## config.mk

```make
export PLATFORM = sky130hd
export DESIGN_NAME = display_damage_list_merger
export DESIGN_NICKNAME = d
export VERILOG_FILES = /design/src/rtl/core/ddlm_pkg.sv /design/src/rtl/core/ddlm_ctrl.sv /design/src/rtl/core/ddlm_dp.sv /design/src/rtl/core/display_damage_list_merger.sv
export SDC_FILE = /design/constraint.sdc
export NUM_CORES = 2
export LEC_CHECK = 0
export BUFFER_PORTS_ARGS = -buffer_cell sky130_fd_sc_hd__buf_2
export CORE_UTILIZATION = 45
export CTS_CLUSTER_DIAMETER = 100
export DETAILED_ROUTE_END_ITERATION = 7
export PLACE_DENSITY_LB_ADDON = 0.05
export SLEW_MARGIN = 20
export SYNTH_ARGS = -nofsm -noshare
export SYNTH_HDL_FRONTEND = slang
export SYNTH_HIERARCHICAL = 1
export SYNTH_SLANG_ARGS = --single-unit
```

## constraint.sdc

```tcl
create_clock -name clk_i -period 16.3 [get_ports clk_i]
set_input_delay 3.26 -clock clk_i [delete_from_list [all_inputs] [get_ports clk_i]]
set_output_delay 3.26 -clock clk_i [all_outputs]
set_load 0.01 [all_outputs]
```

## src/rtl/core/ddlm_pkg.sv

```systemverilog
// shared types, codes and rectangle helpers for the damage list merger
// no dependencies; used by ddlm_ctrl, ddlm_dp and the top level
package ddlm_pkg;

  // input modes
  localparam logic [2:0] MODE_RECT    = 3'd0;
  localparam logic [2:0] MODE_SCROLL  = 3'd1;
  localparam logic [2:0] MODE_COMPACT = 3'd2;
  localparam logic [2:0] MODE_CLEAR   = 3'd3;
  localparam logic [2:0] MODE_READ    = 3'd4;

  // rectangle kinds
  localparam logic [1:0] KIND_NORMAL  = 2'd0;
  localparam logic [1:0] KIND_REPAIR  = 2'd1;
  localparam logic [1:0] KIND_EXPOSED = 2'd2;

  // entry type codes
  localparam logic [2:0] T_NONE    = 3'd0;
  localparam logic [2:0] T_RECT    = 3'd1;
  localparam logic [2:0] T_REPAIR  = 3'd2;
  localparam logic [2:0] T_EXPOSED = 3'd3;
  localparam logic [2:0] T_SCROLL  = 3'd4;

  // result status codes
  localparam logic [2:0] ST_IGNORED       = 3'd0;
  localparam logic [2:0] ST_QUEUED        = 3'd1;
  localparam logic [2:0] ST_MERGED        = 3'd2;
  localparam logic [2:0] ST_FALLBACK      = 3'd3;
  localparam logic [2:0] ST_COMPACTED     = 3'd4;
  localparam logic [2:0] ST_NOT_COMPACTED = 3'd5;
  localparam logic [2:0] ST_DONE          = 3'd6;

  // configuration register indexes
  localparam logic [1:0] CFG_BOUND_X = 2'd0;
  localparam logic [1:0] CFG_BOUND_Y = 2'd1;
  localparam logic [1:0] CFG_BOUND_W = 2'd2;
  localparam logic [1:0] CFG_BOUND_H = 2'd3;

  // decoded operation classes
  localparam logic [2:0] OP_NONE    = 3'd0;
  localparam logic [2:0] OP_RECT    = 3'd1;
  localparam logic [2:0] OP_SCROLL  = 3'd2;
  localparam logic [2:0] OP_COMPACT = 3'd3;
  localparam logic [2:0] OP_CLEAR   = 3'd4;
  localparam logic [2:0] OP_READ    = 3'd5;

  // read address sources
  localparam logic [1:0] RD_NONE = 2'd0;
  localparam logic [1:0] RD_PREV = 2'd1;
  localparam logic [1:0] RD_CNT  = 2'd2;
  localparam logic [1:0] RD_IDX  = 2'd3;

  // list write operations
  localparam logic [2:0] WR_NONE  = 3'd0;
  localparam logic [2:0] WR_PUSH  = 3'd1;
  localparam logic [2:0] WR_OVF   = 3'd2;
  localparam logic [2:0] WR_HIT   = 3'd3;
  localparam logic [2:0] WR_REPL  = 3'd4;
  localparam logic [2:0] WR_CLEAR = 3'd5;

  typedef struct packed {
    logic [15:0] h;
    logic [15:0] w;
    logic [15:0] y;
    logic [15:0] x;
  } box_t;

  typedef struct packed {
    logic [15:0] rows;
    logic [2:0]  etype;
    box_t        geo;
  } entry_t;

  typedef struct packed {
    logic [2:0]  mode;
    logic [1:0]  area_kind;
    logic [15:0] pos_x;
    logic [15:0] pos_y;
    logic [15:0] size_w;
    logic [15:0] size_h;
    logic [15:0] scroll_distance;
    logic [7:0]  entry_index;
  } in_t;

  typedef struct packed {
    logic [2:0]  status;
    logic [8:0]  damage_cnt;
    logic [8:0]  scroll_cnt;
    logic [39:0] total_pixels;
    logic [31:0] largest_area;
    logic        fallback_active;
    logic [2:0]  entry_type;
    logic [15:0] entry_x;
    logic [15:0] entry_y;
    logic [15:0] entry_width;
    logic [15:0] entry_height;
    logic [15:0] entry_distance;
  } out_t;

  typedef struct packed {
    logic       load;
    logic       cnt_total;
    logic       cnt_clear;
    logic       cnt_dec;
    logic       cnt_inc;
    logic [1:0] rd_sel;
    logic [2:0] wr_op;
    logic       set_status;
    logic [2:0] status;
    logic       acc_init;
    logic       cmp_acc;
    logic       st_init;
    logic       st_mul;
    logic       st_acc;
    logic       cap_entry;
    logic       out_load;
  } cmd_t;

  typedef struct packed {
    logic [2:0] op;
    logic       fallback;
    logic       cnt_zero;
    logic       cnt_at_total;
    logic       full;
    logic       idx_ok;
    logic       hit;
    logic       cont;
    logic       sc_gt1;
  } sts_t;

  function automatic logic box_empty(box_t b);
    return (b.w == 16'd0) || (b.h == 16'd0);
  endfunction

  function automatic box_t box_clip(box_t a, box_t b);
    logic [15:0] l;
    logic [15:0] t;
    logic [16:0] ra;
    logic [16:0] rb;
    logic [16:0] ba;
    logic [16:0] bb;
    logic [16:0] rr;
    logic [16:0] bo;
    box_t        r;
    l  = (a.x > b.x) ? a.x : b.x;
    t  = (a.y > b.y) ? a.y : b.y;
    ra = {1'b0, a.x} + {1'b0, a.w};
    rb = {1'b0, b.x} + {1'b0, b.w};
    ba = {1'b0, a.y} + {1'b0, a.h};
    bb = {1'b0, b.y} + {1'b0, b.h};
    rr = (ra < rb) ? ra : rb;
    bo = (ba < bb) ? ba : bb;
    r  = '0;
    if (!((rr <= {1'b0, l}) || (bo <= {1'b0, t}))) begin
      r.x = l;
      r.y = t;
      r.w = 16'(rr - {1'b0, l});
      r.h = 16'(bo - {1'b0, t});
    end
    return r;
  endfunction

  function automatic box_t box_bound(box_t a, box_t b);
    logic [16:0] ra;
    logic [16:0] rb;
    logic [16:0] ba;
    logic [16:0] bb;
    logic [16:0] dw;
    logic [16:0] dh;
    box_t        r;
    ra  = {1'b0, a.x} + {1'b0, a.w};
    rb  = {1'b0, b.x} + {1'b0, b.w};
    ba  = {1'b0, a.y} + {1'b0, a.h};
    bb  = {1'b0, b.y} + {1'b0, b.h};
    r.x = (a.x < b.x) ? a.x : b.x;
    r.y = (a.y < b.y) ? a.y : b.y;
    dw  = ((ra > rb) ? ra : rb) - {1'b0, r.x};
    dh  = ((ba > bb) ? ba : bb) - {1'b0, r.y};
    r.w = dw[16] ? 16'hFFFF : dw[15:0];
    r.h = dh[16] ? 16'hFFFF : dh[15:0];
    if (box_empty(a)) begin
      r = b;
    end else if (box_empty(b)) begin
      r = a;
    end
    return r;
  endfunction

  function automatic logic box_touch(box_t a, box_t b);
    logic [16:0] ab;
    logic [16:0] bb;
    logic [16:0] ar;
    logic [16:0] br;
    logic        res;
    ab  = {1'b0, a.y} + {1'b0, a.h};
    bb  = {1'b0, b.y} + {1'b0, b.h};
    ar  = {1'b0, a.x} + {1'b0, a.w};
    br  = {1'b0, b.x} + {1'b0, b.w};
    res = !box_empty(box_clip(a, b));
    if ((a.x == b.x) && (a.w == b.w) && ((ab == {1'b0, b.y}) || (bb == {1'b0, a.y}))) begin
      res = 1'b1;
    end
    if ((a.y == b.y) && (a.h == b.h) && ((ar == {1'b0, b.x}) || (br == {1'b0, a.x}))) begin
      res = 1'b1;
    end
    return res;
  endfunction

endpackage

```

## src/rtl/core/ddlm_ctrl.sv

```systemverilog
// sequencer for the damage list merger: decode, list scan, compaction, statistics
// depends on ddlm_pkg; drives ddlm_dp through cmd_t and reads sts_t
module ddlm_ctrl (
  input  logic           clk_i,
  input  logic           rst_ni,
  input  logic           in_valid_i,
  output logic           in_ready_o,
  output logic           out_valid_o,
  input  logic           out_ready_i,
  input  ddlm_pkg::sts_t sts_i,
  output ddlm_pkg::cmd_t cmd_o
);

  localparam logic [3:0] S_IDLE     = 4'd0;
  localparam logic [3:0] S_DEC      = 4'd1;
  localparam logic [3:0] S_SCAN_RD  = 4'd2;
  localparam logic [3:0] S_SCAN_CHK = 4'd3;
  localparam logic [3:0] S_CMP_RD   = 4'd4;
  localparam logic [3:0] S_CMP_CHK  = 4'd5;
  localparam logic [3:0] S_CMP_END  = 4'd6;
  localparam logic [3:0] S_RD_CAP   = 4'd7;
  localparam logic [3:0] S_ST_INIT  = 4'd8;
  localparam logic [3:0] S_ST_RD    = 4'd9;
  localparam logic [3:0] S_ST_MUL   = 4'd10;
  localparam logic [3:0] S_ST_ACC   = 4'd11;
  localparam logic [3:0] S_FINISH   = 4'd12;

  logic [3:0] state_q, state_d;
  logic       out_valid_q, out_valid_d;

  always_comb begin
    state_d = state_q;
    cmd_o   = '0;
    case (state_q)
      S_IDLE: begin
        if (in_valid_i) begin
          cmd_o.load = 1'b1;
          state_d    = S_DEC;
        end
      end
      S_DEC: begin
        state_d = S_ST_INIT;
        case (sts_i.op)
          ddlm_pkg::OP_RECT, ddlm_pkg::OP_SCROLL: begin
            if (sts_i.fallback) begin
              cmd_o.set_status = 1'b1;
              cmd_o.status     = ddlm_pkg::ST_FALLBACK;
            end else begin
              cmd_o.cnt_total = 1'b1;
              state_d         = S_SCAN_RD;
            end
          end
          ddlm_pkg::OP_COMPACT: begin
            if (sts_i.fallback) begin
              cmd_o.set_status = 1'b1;
              cmd_o.status     = ddlm_pkg::ST_NOT_COMPACTED;
            end else begin
              cmd_o.cnt_clear = 1'b1;
              cmd_o.acc_init  = 1'b1;
              state_d         = S_CMP_RD;
            end
          end
          ddlm_pkg::OP_CLEAR: begin
            cmd_o.wr_op      = ddlm_pkg::WR_CLEAR;
            cmd_o.set_status = 1'b1;
            cmd_o.status     = ddlm_pkg::ST_DONE;
          end
          ddlm_pkg::OP_READ: begin
            cmd_o.set_status = 1'b1;
            cmd_o.status     = ddlm_pkg::ST_DONE;
            if (sts_i.idx_ok) begin
              cmd_o.rd_sel = ddlm_pkg::RD_IDX;
              state_d      = S_RD_CAP;
            end
          end
          default: begin
            cmd_o.set_status = 1'b1;
            cmd_o.status     = ddlm_pkg::ST_IGNORED;
          end
        endcase
      end
      S_SCAN_RD: begin
        if (sts_i.cnt_zero) begin
          cmd_o.set_status = 1'b1;
          if (sts_i.full) begin
            cmd_o.wr_op  = ddlm_pkg::WR_OVF;
            cmd_o.status = ddlm_pkg::ST_FALLBACK;
          end else begin
            cmd_o.wr_op  = ddlm_pkg::WR_PUSH;
            cmd_o.status = ddlm_pkg::ST_QUEUED;
          end
          state_d = S_ST_INIT;
        end else begin
          cmd_o.rd_sel = ddlm_pkg::RD_PREV;
          state_d      = S_SCAN_CHK;
        end
      end
      S_SCAN_CHK: begin
        state_d = S_SCAN_RD;
        if (sts_i.hit) begin
          cmd_o.wr_op      = ddlm_pkg::WR_HIT;
          cmd_o.set_status = 1'b1;
          cmd_o.status     = ddlm_pkg::ST_MERGED;
          state_d          = S_ST_INIT;
        end else if (sts_i.cont) begin
          cmd_o.cnt_dec = 1'b1;
        end else begin
          cmd_o.cnt_clear = 1'b1;
        end
      end
      S_CMP_RD: begin
        if (sts_i.cnt_at_total) begin
          state_d = S_CMP_END;
        end else begin
          cmd_o.rd_sel = ddlm_pkg::RD_CNT;
          state_d      = S_CMP_CHK;
        end
      end
      S_CMP_CHK: begin
        cmd_o.cmp_acc = 1'b1;
        cmd_o.cnt_inc = 1'b1;
        state_d       = S_CMP_RD;
      end
      S_CMP_END: begin
        cmd_o.set_status = 1'b1;
        if (sts_i.sc_gt1) begin
          cmd_o.wr_op  = ddlm_pkg::WR_REPL;
          cmd_o.status = ddlm_pkg::ST_COMPACTED;
        end else begin
          cmd_o.status = ddlm_pkg::ST_NOT_COMPACTED;
        end
        state_d = S_ST_INIT;
      end
      S_RD_CAP: begin
        cmd_o.cap_entry = 1'b1;
        state_d         = S_ST_INIT;
      end
      S_ST_INIT: begin
        cmd_o.st_init   = 1'b1;
        cmd_o.cnt_clear = 1'b1;
        state_d         = S_ST_RD;
      end
      S_ST_RD: begin
        if (sts_i.cnt_at_total) begin
          state_d = S_FINISH;
        end else begin
          cmd_o.rd_sel = ddlm_pkg::RD_CNT;
          state_d      = S_ST_MUL;
        end
      end
      S_ST_MUL: begin
        cmd_o.st_mul = 1'b1;
        state_d      = S_ST_ACC;
      end
      S_ST_ACC: begin
        cmd_o.st_acc  = 1'b1;
        cmd_o.cnt_inc = 1'b1;
        state_d       = S_ST_RD;
      end
      S_FINISH: begin
        if (!out_valid_q || out_ready_i) begin
          cmd_o.out_load = 1'b1;
          state_d        = S_IDLE;
        end
      end
      default: begin
        state_d = S_IDLE;
      end
    endcase
  end

  always_comb begin
    out_valid_d = out_valid_q;
    if (out_ready_i) begin
      out_valid_d = 1'b0;
    end
    if (cmd_o.out_load) begin
      out_valid_d = 1'b1;
    end
  end

  always_ff @(posedge clk_i or negedge rst_ni) begin
    if (!rst_ni) begin
      state_q     <= S_IDLE;
      out_valid_q <= 1'b0;
    end else begin
      state_q     <= state_d;
      out_valid_q <= out_valid_d;
    end
  end

  assign in_ready_o  = (state_q == S_IDLE);
  assign out_valid_o = out_valid_q;

endmodule

```

## src/rtl/core/ddlm_dp.sv

```systemverilog
// datapath for the damage list merger: bounds, entry memory, scan and statistics
// depends on ddlm_pkg; steered by ddlm_ctrl through cmd_t
module ddlm_dp #(
  parameter int MAX_OPS = 16
) (
  input  logic            clk_i,
  input  logic            rst_ni,
  input  logic            cfg_valid_i,
  input  logic [1:0]      cfg_index_i,
  input  logic [15:0]     cfg_data_i,
  input  ddlm_pkg::in_t   in_data_i,
  input  ddlm_pkg::cmd_t  cmd_i,
  output ddlm_pkg::sts_t  sts_o,
  output ddlm_pkg::out_t  out_data_o
);

  localparam int IW = (MAX_OPS > 1) ? $clog2(MAX_OPS) : 1;
  localparam int CW = $clog2(MAX_OPS + 1);

  ddlm_pkg::box_t   bounds_q;
  ddlm_pkg::box_t   r_q;
  logic [2:0]       mode_q;
  logic [1:0]       kind_q;
  logic [15:0]      dist_q;
  logic [7:0]       idx_q;
  logic [CW-1:0]    total_q, total_d;
  logic             fallback_q, fallback_d;
  logic [CW-1:0]    cnt_q, cnt_d;
  logic [CW-1:0]    cnt_m1;
  logic [2:0]       status_q;
  ddlm_pkg::box_t   acc_q;
  logic [8:0]       rc_q;
  logic [8:0]       sc_q;
  logic [39:0]      pix_q;
  logic [31:0]      big_q;
  logic [31:0]      prod_q, prod_d;
  logic             is_rect_q, is_scroll_q;
  ddlm_pkg::entry_t ent_q;
  ddlm_pkg::out_t   out_q;

  ddlm_pkg::entry_t mem [MAX_OPS];
  ddlm_pkg::entry_t rd_q;
  logic             re;
  logic [IW-1:0]    raddr;
  logic             we;
  logic [IW-1:0]    waddr;
  ddlm_pkg::entry_t wdata;

  logic [2:0]       op;
  logic [2:0]       want_type;
  logic             r_ne;
  logic             aft;
  logic             same;
  logic             hit;
  logic             cont;
  logic [16:0]      dsum;
  ddlm_pkg::entry_t hit_data;
  ddlm_pkg::box_t   repl_box;
  logic [15:0]      hh;
  logic             rd_rect;
  logic             rd_scroll;

  // config registers
  always_ff @(posedge clk_i or negedge rst_ni) begin
    if (!rst_ni) begin
      bounds_q <= '0;
    end else if (cfg_valid_i) begin
      case (cfg_index_i)
        ddlm_pkg::CFG_BOUND_X: bounds_q.x <= cfg_data_i;
        ddlm_pkg::CFG_BOUND_Y: bounds_q.y <= cfg_data_i;
        ddlm_pkg::CFG_BOUND_W: bounds_q.w <= cfg_data_i;
        ddlm_pkg::CFG_BOUND_H: bounds_q.h <= cfg_data_i;
        default: bounds_q <= bounds_q;
      endcase
    end
  end

  // operation decode
  always_comb begin
    r_ne      = !ddlm_pkg::box_empty(r_q);
    want_type = (mode_q == ddlm_pkg::MODE_SCROLL) ? ddlm_pkg::T_RECT : (3'(kind_q) + 3'd1);
    op        = ddlm_pkg::OP_NONE;
    case (mode_q)
      ddlm_pkg::MODE_RECT: begin
        if (r_ne && (kind_q inside {ddlm_pkg::KIND_NORMAL, ddlm_pkg::KIND_REPAIR,
                                    ddlm_pkg::KIND_EXPOSED})) begin
          op = ddlm_pkg::OP_RECT;
        end
      end
      ddlm_pkg::MODE_SCROLL: begin
        if (r_ne && (dist_q != 16'd0)) begin
          op = (dist_q >= r_q.h) ? ddlm_pkg::OP_RECT : ddlm_pkg::OP_SCROLL;
        end
      end
      ddlm_pkg::MODE_COMPACT: op = ddlm_pkg::OP_COMPACT;
      ddlm_pkg::MODE_CLEAR:   op = ddlm_pkg::OP_CLEAR;
      ddlm_pkg::MODE_READ:    op = ddlm_pkg::OP_READ;
      default:                op = ddlm_pkg::OP_NONE;
    endcase
  end

  // merge test on the entry just read
  always_comb begin
    aft  = rd_q.etype inside {ddlm_pkg::T_REPAIR, ddlm_pkg::T_EXPOSED};
    same = (rd_q.geo == r_q);
    dsum = {1'b0, rd_q.rows} + {1'b0, dist_q};
    if (op == ddlm_pkg::OP_SCROLL) begin
      hit  = (rd_q.etype == ddlm_pkg::T_SCROLL) && same;
      cont = aft || ((rd_q.etype == ddlm_pkg::T_SCROLL) && !same);
    end else begin
      hit  = (rd_q.etype == want_type) && ddlm_pkg::box_touch(rd_q.geo, r_q);
      cont = (want_type != ddlm_pkg::T_RECT) && aft;
    end
    hit_data = rd_q;
    if (op == ddlm_pkg::OP_SCROLL) begin
      if (dsum >= {1'b0, r_q.h}) begin
        hit_data.etype = ddlm_pkg::T_RECT;
        hit_data.rows  = 16'd0;
      end else begin
        hit_data.rows = dsum[15:0];
      end
    end else begin
      hit_data.geo = ddlm_pkg::box_bound(rd_q.geo, r_q);
    end
    repl_box = ddlm_pkg::box_clip(bounds_q, acc_q);
  end

  // list writes and counters
  always_comb begin
    cnt_m1     = cnt_q - CW'(1);
    total_d    = total_q;
    fallback_d = fallback_q;
    we         = 1'b0;
    waddr      = '0;
    wdata      = '0;
    case (cmd_i.wr_op)
      ddlm_pkg::WR_PUSH: begin
        we          = 1'b1;
        waddr       = total_q[IW-1:0];
        wdata.geo   = r_q;
        wdata.etype = (op == ddlm_pkg::OP_SCROLL) ? ddlm_pkg::T_SCROLL : want_type;
        wdata.rows  = (op == ddlm_pkg::OP_SCROLL) ? dist_q : 16'd0;
        total_d     = total_q + CW'(1);
      end
      ddlm_pkg::WR_OVF: begin
        we          = 1'b1;
        wdata.geo   = bounds_q;
        wdata.etype = ddlm_pkg::T_RECT;
        total_d     = CW'(1);
        fallback_d  = 1'b1;
      end
      ddlm_pkg::WR_HIT: begin
        we    = 1'b1;
        waddr = cnt_m1[IW-1:0];
        wdata = hit_data;
      end
      ddlm_pkg::WR_REPL: begin
        if (!ddlm_pkg::box_empty(repl_box)) begin
          we          = 1'b1;
          wdata.geo   = repl_box;
          wdata.etype = ddlm_pkg::T_RECT;
          total_d     = CW'(1);
        end else begin
          total_d = '0;
        end
      end
      ddlm_pkg::WR_CLEAR: begin
        total_d    = '0;
        fallback_d = 1'b0;
      end
      default: begin
        we = 1'b0;
      end
    endcase

    cnt_d = cnt_q;
    if (cmd_i.cnt_total) begin
      cnt_d = total_q;
    end else if (cmd_i.cnt_clear) begin
      cnt_d = '0;
    end else if (cmd_i.cnt_dec) begin
      cnt_d = cnt_m1;
    end else if (cmd_i.cnt_inc) begin
      cnt_d = cnt_q + CW'(1);
    end

    re    = 1'b1;
    raddr = cnt_q[IW-1:0];
    case (cmd_i.rd_sel)
      ddlm_pkg::RD_PREV: raddr = cnt_m1[IW-1:0];
      ddlm_pkg::RD_CNT:  raddr = cnt_q[IW-1:0];
      ddlm_pkg::RD_IDX:  raddr = idx_q[IW-1:0];
      default:           re = 1'b0;
    endcase
  end

  // entry memory
  always_ff @(posedge clk_i) begin
    if (we) begin
      mem[waddr] <= wdata;
    end
    if (re) begin
      rd_q <= mem[raddr];
    end
  end

  always_ff @(posedge clk_i or negedge rst_ni) begin
    if (!rst_ni) begin
      total_q    <= '0;
      fallback_q <= 1'b0;
      cnt_q      <= '0;
    end else begin
      total_q    <= total_d;
      fallback_q <= fallback_d;
      cnt_q      <= cnt_d;
    end
  end

  // per-entry area for statistics
  always_comb begin
    rd_rect   = rd_q.etype inside {ddlm_pkg::T_RECT, ddlm_pkg::T_REPAIR, ddlm_pkg::T_EXPOSED};
    rd_scroll = (rd_q.etype == ddlm_pkg::T_SCROLL);
    hh        = 16'd0;
    if (rd_rect) begin
      hh = rd_q.geo.h;
    end else if (rd_scroll && (rd_q.rows < rd_q.geo.h)) begin
      hh = rd_q.geo.h - rd_q.rows;
    end
    prod_d = {16'd0, rd_q.geo.w} * {16'd0, hh};
  end

  // operands, accumulators and result
  always_ff @(posedge clk_i) begin
    if (cmd_i.load) begin
      r_q    <= ddlm_pkg::box_clip(bounds_q, {in_data_i.size_h, in_data_i.size_w,
                                              in_data_i.pos_y, in_data_i.pos_x});
      mode_q <= in_data_i.mode;
      kind_q <= in_data_i.area_kind;
      dist_q <= in_data_i.scroll_distance;
      idx_q  <= in_data_i.entry_index;
      ent_q  <= '0;
    end
    if (cmd_i.cap_entry) begin
      ent_q <= rd_q;
    end
    if (cmd_i.set_status) begin
      status_q <= cmd_i.status;
    end
    if (cmd_i.acc_init) begin
      acc_q <= '0;
      sc_q  <= '0;
    end
    if (cmd_i.cmp_acc) begin
      acc_q <= ddlm_pkg::box_bound(acc_q, rd_q.geo);
      if (rd_q.etype == ddlm_pkg::T_SCROLL) begin
        sc_q <= sc_q + 9'd1;
      end
    end
    if (cmd_i.st_init) begin
      rc_q  <= '0;
      sc_q  <= '0;
      pix_q <= '0;
      big_q <= '0;
    end
    if (cmd_i.st_mul) begin
      prod_q      <= prod_d;
      is_rect_q   <= rd_rect;
      is_scroll_q <= rd_scroll;
    end
    if (cmd_i.st_acc) begin
      pix_q <= pix_q + 40'(prod_q);
      if (is_rect_q) begin
        rc_q <= rc_q + 9'd1;
        if (prod_q > big_q) begin
          big_q <= prod_q;
        end
      end
      if (is_scroll_q) begin
        sc_q <= sc_q + 9'd1;
      end
    end
    if (cmd_i.out_load) begin
      out_q.status          <= status_q;
      out_q.damage_cnt      <= rc_q;
      out_q.scroll_cnt      <= sc_q;
      out_q.total_pixels    <= pix_q;
      out_q.largest_area    <= big_q;
      out_q.fallback_active <= fallback_q;
      out_q.entry_type      <= ent_q.etype;
      out_q.entry_x         <= ent_q.geo.x;
      out_q.entry_y         <= ent_q.geo.y;
      out_q.entry_width     <= ent_q.geo.w;
      out_q.entry_height    <= ent_q.geo.h;
      out_q.entry_distance  <= ent_q.rows;
    end
  end

  always_comb begin
    sts_o.op           = op;
    sts_o.fallback     = fallback_q;
    sts_o.cnt_zero     = (cnt_q == '0);
    sts_o.cnt_at_total = (cnt_q == total_q);
    sts_o.full         = (total_q >= CW'(MAX_OPS));
    sts_o.idx_ok       = ({1'b0, idx_q} < 9'(total_q));
    sts_o.hit          = hit;
    sts_o.cont         = cont;
    sts_o.sc_gt1       = (sc_q > 9'd1);
  end

  assign out_data_o = out_q;

endmodule

```

## src/rtl/core/display_damage_list_merger.sv

```systemverilog
// top level of the display damage list merger
// depends on ddlm_pkg, ddlm_ctrl and ddlm_dp
//
// usage
//   - cfg channel: cfg_valid_i/cfg_ready_o with cfg_index_i (0 bound_x, 1 bound_y,
//     2 bound_width, 3 bound_height) and cfg_data_i; always ready, write only when idle
//   - input channel: one transfer per operation (append rect, append scroll,
//     compact, clear, read entry); in_ready_o is high only while the sequencer idles
//   - output channel: exactly one result transfer per input transfer, in order
// order of work from input transfer to result valid
//   - decode, then the backward scan or the compaction sweep over the entries,
//     then the statistics pass over every entry of the list
//   - a clear, a read, an ignored operation or one refused in fallback skips the scan;
//     a read in range captures its entry first
//   - the entry memory has one read port and one write port, one read per cycle
// one operation is in flight at a time; a finished result sits in the output
// register, so a new transfer is taken while the receiver stalls, and its
// result waits in the last state until the output register frees up
// reset empties the list, clears the fallback flag and zeroes the bounds;
// the entry memory itself is not cleared, the fill count masks it
module display_damage_list_merger #(
  parameter int MAX_OPS = 16
) (
  input  logic           clk_i,
  input  logic           rst_ni,
  input  logic           cfg_valid_i,
  output logic           cfg_ready_o,
  input  logic [1:0]     cfg_index_i,
  input  logic [15:0]    cfg_data_i,
  input  logic           in_valid_i,
  output logic           in_ready_o,
  input  ddlm_pkg::in_t  in_data_i,
  output logic           out_valid_o,
  input  logic           out_ready_i,
  output ddlm_pkg::out_t out_data_o
);

  ddlm_pkg::cmd_t cmd;
  ddlm_pkg::sts_t sts;

  // config registers are plain flops, never busy
  assign cfg_ready_o = 1'b1;

  ddlm_ctrl u_ctrl (
    .clk_i       (clk_i),
    .rst_ni      (rst_ni),
    .in_valid_i  (in_valid_i),
    .in_ready_o  (in_ready_o),
    .out_valid_o (out_valid_o),
    .out_ready_i (out_ready_i),
    .sts_i       (sts),
    .cmd_o       (cmd)
  );

  ddlm_dp #(
    .MAX_OPS (MAX_OPS)
  ) u_dp (
    .clk_i       (clk_i),
    .rst_ni      (rst_ni),
    .cfg_valid_i (cfg_valid_i),
    .cfg_index_i (cfg_index_i),
    .cfg_data_i  (cfg_data_i),
    .in_data_i   (in_data_i),
    .cmd_i       (cmd),
    .sts_o       (sts),
    .out_data_o  (out_data_o)
  );

endmodule

```

### Word-level counts from Yosys, hierarchy flattened

Memory sizes are Yosys's and may differ from the RTL's. A register that Yosys moved wholly into a read port is not among the register bits.
Index checks and enable logic that the tools add are counted.

* register bits after elaboration: 624
* bits in writable memories: 1328
* bits of input ports: 116
* logic and storage cells: 365
* memories kept: 1

* add/subtract/negate cells: 29
* multipliers: 1
* magnitude comparators: 33
* equal/unequal tests: 53
* multiplexer cells: 134
* reductions and logical operators: 67

Memory list
* u_dp.mem: depth 16, width 83, read ports 1, clocked after memory_dff 1, write ports 1, line ddlm_dp.sv:41 `ddlm_pkg::entry_t mem [MAX_OPS];`

Operators with widths (count)
* 64-bit two-way mux: 10
* 16-bit two-way mux: 18
* 67-bit one-hot mux with 4 select lines: 1
* 16-bit by 16-bit adder with 17-bit output: 11
* 17-bit two-way mux: 10
* 83-bit two-way mux: 2
* 16-bit logical NOT: 10
* 32-bit two-way mux: 4
* 16-bit subtractor: 7
* 17-bit by 16-bit <= comparator with 1-bit output: 6
* 17-bit less-than comparator: 6
* 16-bit greater-than comparator: 6
* 9-bit two-way mux: 9
* 16-bit less-than comparator: 5
* 40-bit two-way mux: 2
* 17-bit by 16-bit == test with 1-bit output: 4
* 17-bit greater-than comparator: 4
* 17-bit by 16-bit subtractor with 17-bit output: 4
* 65-bit two-way mux: 1
* 16-bit == test: 4
* 64-bit == test: 1
* 4-bit one-hot mux with 11 select lines: 1
* 40-bit by 32-bit adder with 40-bit output: 1
* 4-bit two-way mux: 9
* other kinds (55): 181

### Depth between registers and ports, before layout

* depth after elaboration: 23
* gate-level depth with buffers: 48

### Modules after synthesis

The synthesis kept the hierarchy.

By module, submodules not included
* ddlm_dp: instances 1, cells each 10547, area an instance 117901.8 sq um, seq. area each 60082.6 sq um
* ddlm_ctrl: instances 1, cells each 112, area an instance 807.0 sq um, seq. area each 125.1 sq um
* display_damage_list_merger: instances 1, cells each 2, area an instance 11.3 sq um, seq. area each 0.0 sq um

### Least setup slack after synthesis

Ideal clock, no wire load.

* kind: register -> register
* start point: register, netlist name u_dp/rd_q[3]
* end point: memory u_dp/mem[0][0] (netlist name) (enable)
* library setup time: 0.750 ns
* arrival time: 16.736 ns
* required time: 15.550 ns
* path slack: -1.186 ns
* stages on the path, launching flop included: 44
* buffers on the path: 5
* path through: edfxtp_1 ha_1 and2_1 a22o_1 nor2_1 a21oi_1 a41o_1 o41ai_2 o211a_1 nand2b_1 a21oi_1 xor2_1 inv_1 ha_1 and4_1 nand4_1 nor2_1 o21ai_0 [... 8 more ...] o221ai_1 a2111oi_0 o2111ai_1 nor3_1 o2111ai_1 o2111a_1 o31ai_1 o41ai_1 buf_4 nand2_1 o21ai_0 a21o_1 inv_1 or3_1 clkbuf_1 clkbuf_1 o22ai_1 o41ai_1

RTL lines (line)
* to (decl): ddlm_dp.sv:41

==> flow_metrics.tcl <==
set metrics [dict create \
    grt_antenna_before_repair 60 \
    finalWorstPathRequiredPeriod_ps 12830 \
    setup_total_negative_slack_ps 0 \
    clk_pin_slew_ps 70 \
    post_route_antenna_net_violation_count 0 \
    status "finished, violations left" \
    vias 90700 \
    dieArea_um2 266000 \
    hpwl_um 331000 \
    netlist_instances 10700 \
    design.core.area_um2 262000 \
    hold_violations 0 \
    route.detailed.vias_per_inst 6.18 \
    post_synth_edffs 1905 \
    crit_fanout 37 \
    criticalPathCategory "reg -> reg" \
    routed_wirelength_um 461000 \
    number_of_max_cap_violations 0 \
    grt_start_max_net_pins 164 \
    cts_hold_buf 0 \
    holdCritPathClass "reg -> reg" \
    synthesis.area_per_instance_um2 11.1 \
    layout_commonest_cell "edfxtp_1" \
    synth_area_um2 119000 \
    final-setup-viol-count 0 \
    async_flop_share_pct 3.93 \
    worst-r2r-setup-slack_ps 3470 \
    place.port_buffers 294 \
    floorplan.rows 188 \
    ctsRootBufferMaster "clkbuf_16" \
    clk_latency_ps 920 \
    final_nets 12100 \
    cts_tree "built" \
    wl_per_cell_um 31.5 \
    cp-end-kind "register" \
    clock_tree.buffer_depth 4 \
    critPathArrivalTime_ps 13350 \
    rsz_0062_raised_after_global_routing "no" \
    ctsHtreeMaxLevel 4 \
    drt-pass1-iter-count 8 \
    postSynth.topFlopCell "edfxtp_1" \
    synth_warnings 6 \
    fin_hold_ws_ps 415 \
    postSynthRegisterBits 2035 \
    grt_overflow 0 \
    tightest_slew_ps 1300 \
    grt_pass1_vias 85000 \
    worst_path_largest_cell_delay_ps 870 \
    final.setup_skew_ps 86.1 \
    worstPathRequired_ps 16820 \
    start_util_pct 45.3 \
    die-height_um 516 \
    cts_setup_buffers 0 \
    postCtsResizedCells 0 \
    remaining_drc_errors 25 \
    maxSlewHeadroom_pct 12.9 \
    post-route-period-util_pct 78.7 \
    report.final.slew_viol_count 0 \
    cts-buffers-inserted 224 \
    pin_count 296 \
    max_freq_ghz 0.0780 \
    synth_seq_area_share_pct 50.7 \
    drive_gt1_share_pct 10.5 \
    worst_path_most_repeated_cell "a21oi_1" \
    failed_checks "DRC" \
    area_growth_pct 11.8 \
    global_routing_usage_summed_across_all_routing_layers_pct 34.0 \
    die_width_um 516 \
    synthDistinctLibCells 114 \
    startpoint_type "register" \
    grt_first_pass_wirelength_um 643000 \
    layout.cells.most_common_list "edfxtp_1 (1905), nand2_1 (1214), ha_1 (824)" \
    multi_input_comb_area_um2 54400 \
    critPathSlowestCell "nor2_4" \
    drt_iter0_drc 11400 \
    cts_sinks 2035 \
    gp_routability_congestion 1.02 \
    layout.area.seq_um2 60200 \
    synthesis.nets 11800 \
    fillCellCount 23400 \
]
==> layer usage <==
metal / GRT usage (%) / up-vias / share of wire (%)
li1: - / 40100 / -
met1: 50.0 / 45500 / 45
met4: 14.4 / 12 / 4.7
met5: 0 / - / 0.017
met3: 6.56 / 838 / 9.0
met2: 48.6 / 4282 / 42
==> through the flow <==
stage | setup WS (ps) | area (µm²) | instances | util (%)
global placement | 3710 | 125000 | 14200 | 47.7
floorplan | 1290 | 119000 | 10700 | -
detailed placement | 3550 | 125000 | 14200 | 47.7
global route | 2640 | 133000 | 14600 | 50.6
CTS | 3460 | 132000 | 14600 | 50.5
finish | 3470 | 133000 | 14700 | 50.6
==> final timing paths <==
| check | from | to | cells past startpoint |
|---|---|---|---|
| setup / recovery | u_dp/rd_q[3]$_DFFE_PP_ | u_dp/mem[12][34]$_DFFE_PP_ | 43 |
| hold / removal | u_dp/ent_q[23]$_SDFFCE_PN0P_ | u_dp/out_data_o[55]$_DFFE_PP_ | 0 |
| setup reg to reg | u_dp/rd_q[3]$_DFFE_PP_ | u_dp/mem[12][34]$_DFFE_PP_ | 43 |
| hold reg to reg | u_dp/ent_q[23]$_SDFFCE_PN0P_ | u_dp/out_data_o[55]$_DFFE_PP_ | 0 |
| max in group asynchronous | rst_ni | u_dp/bounds_q[12]$_DFFE_PN0P_ | 2 |
| min in group asynchronous | rst_ni | u_dp/bounds_q[51]$_DFFE_PN0P_ | 1 |
==> registers in the layout, indices dropped and copies added (netlist names), 8 cells and up <==
signal and flops:
u_dp/rd_q 83, u_dp/pix_q 40, u_dp/dist_q 16, u_dp/idx_q 8, u_dp/rc_q 9, u_dp/ent_q 83, u_dp/out_data_o 177, u_dp/r_q 64
u_dp/acc_q 64, u_dp/prod_q 32, u_dp/sc_q 9, u_dp/big_q 32, u_dp/mem 1328, u_dp/bounds_q 64
==> layout make-up <==
class,count,share of cell area (%)
inverters,659,1.86
well taps,3515,3.31
flip-flops and latches,2035,45.4
clock inverters,135,1.08
diodes,34,0.0641
multi-input cells,7434,41.0
clock buffers,276,4.42
repair buffers,578,2.90
==> logic make-up (layout without fill, tap and decap cells) <==
group / Yosys count / after routing / synth area share [%]
xor gates and xnor gates: 399 / 399 / 2.97
AOI/OAI and AO/OA: 2720 / 2720 / 15.6
other: 1 / 35 / 0.00316
buffers and inverters: 1192 / 1648 / 3.87
muxes: 255 / 255 / 2.25
adders and majority gates: 1041 / 1041 / 12.3
and+or+nand+nor: 3018 / 3018 / 12.3
DFF: 2035 / 2035 / 50.7
==> worst max-delay path: cells and delay by family, from the launching register on <==
family	cells	cell delay (ps)
AOI/OAI and AO/OA	21	5220
DFF	1	600
adders and majority gates	4	1320
xor gates and xnor gates	1	470
buffers and inverters	5	1510
and+or+nand+nor	12	3180
==> Yosys cell counts (95+ instances only) <==
library cell | n | area, µm²
xnor2_1 | 265 | 2320
xor2_1 | 130 | 1140
inv_1 | 659 | 2470
clkbuf_1 | 465 | 1750
edfxtp_1 | 1905 | 57200
a311oi_1 | 173 | 1520
ha_1 | 824 | 10300
mux2i_1 | 161 | 1610
a31oi_1 | 229 | 1430
fa_1 | 217 | 4340
nor2_1 | 483 | 1810
nand4_1 | 95 | 594
nand2_1 | 1214 | 4560
o21a_1 | 111 | 833
and2_1 | 581 | 3630
a211oi_1 | 460 | 3450
o21ai_0 | 369 | 1850
a21o_1 | 195 | 1460
nand3_1 | 122 | 611
nor3_1 | 99 | 495
a21oi_1 | 616 | 3080
Power is not shown: default switching activity piles up to over one toggle a cycle in this logic, so the estimate is an artifact.
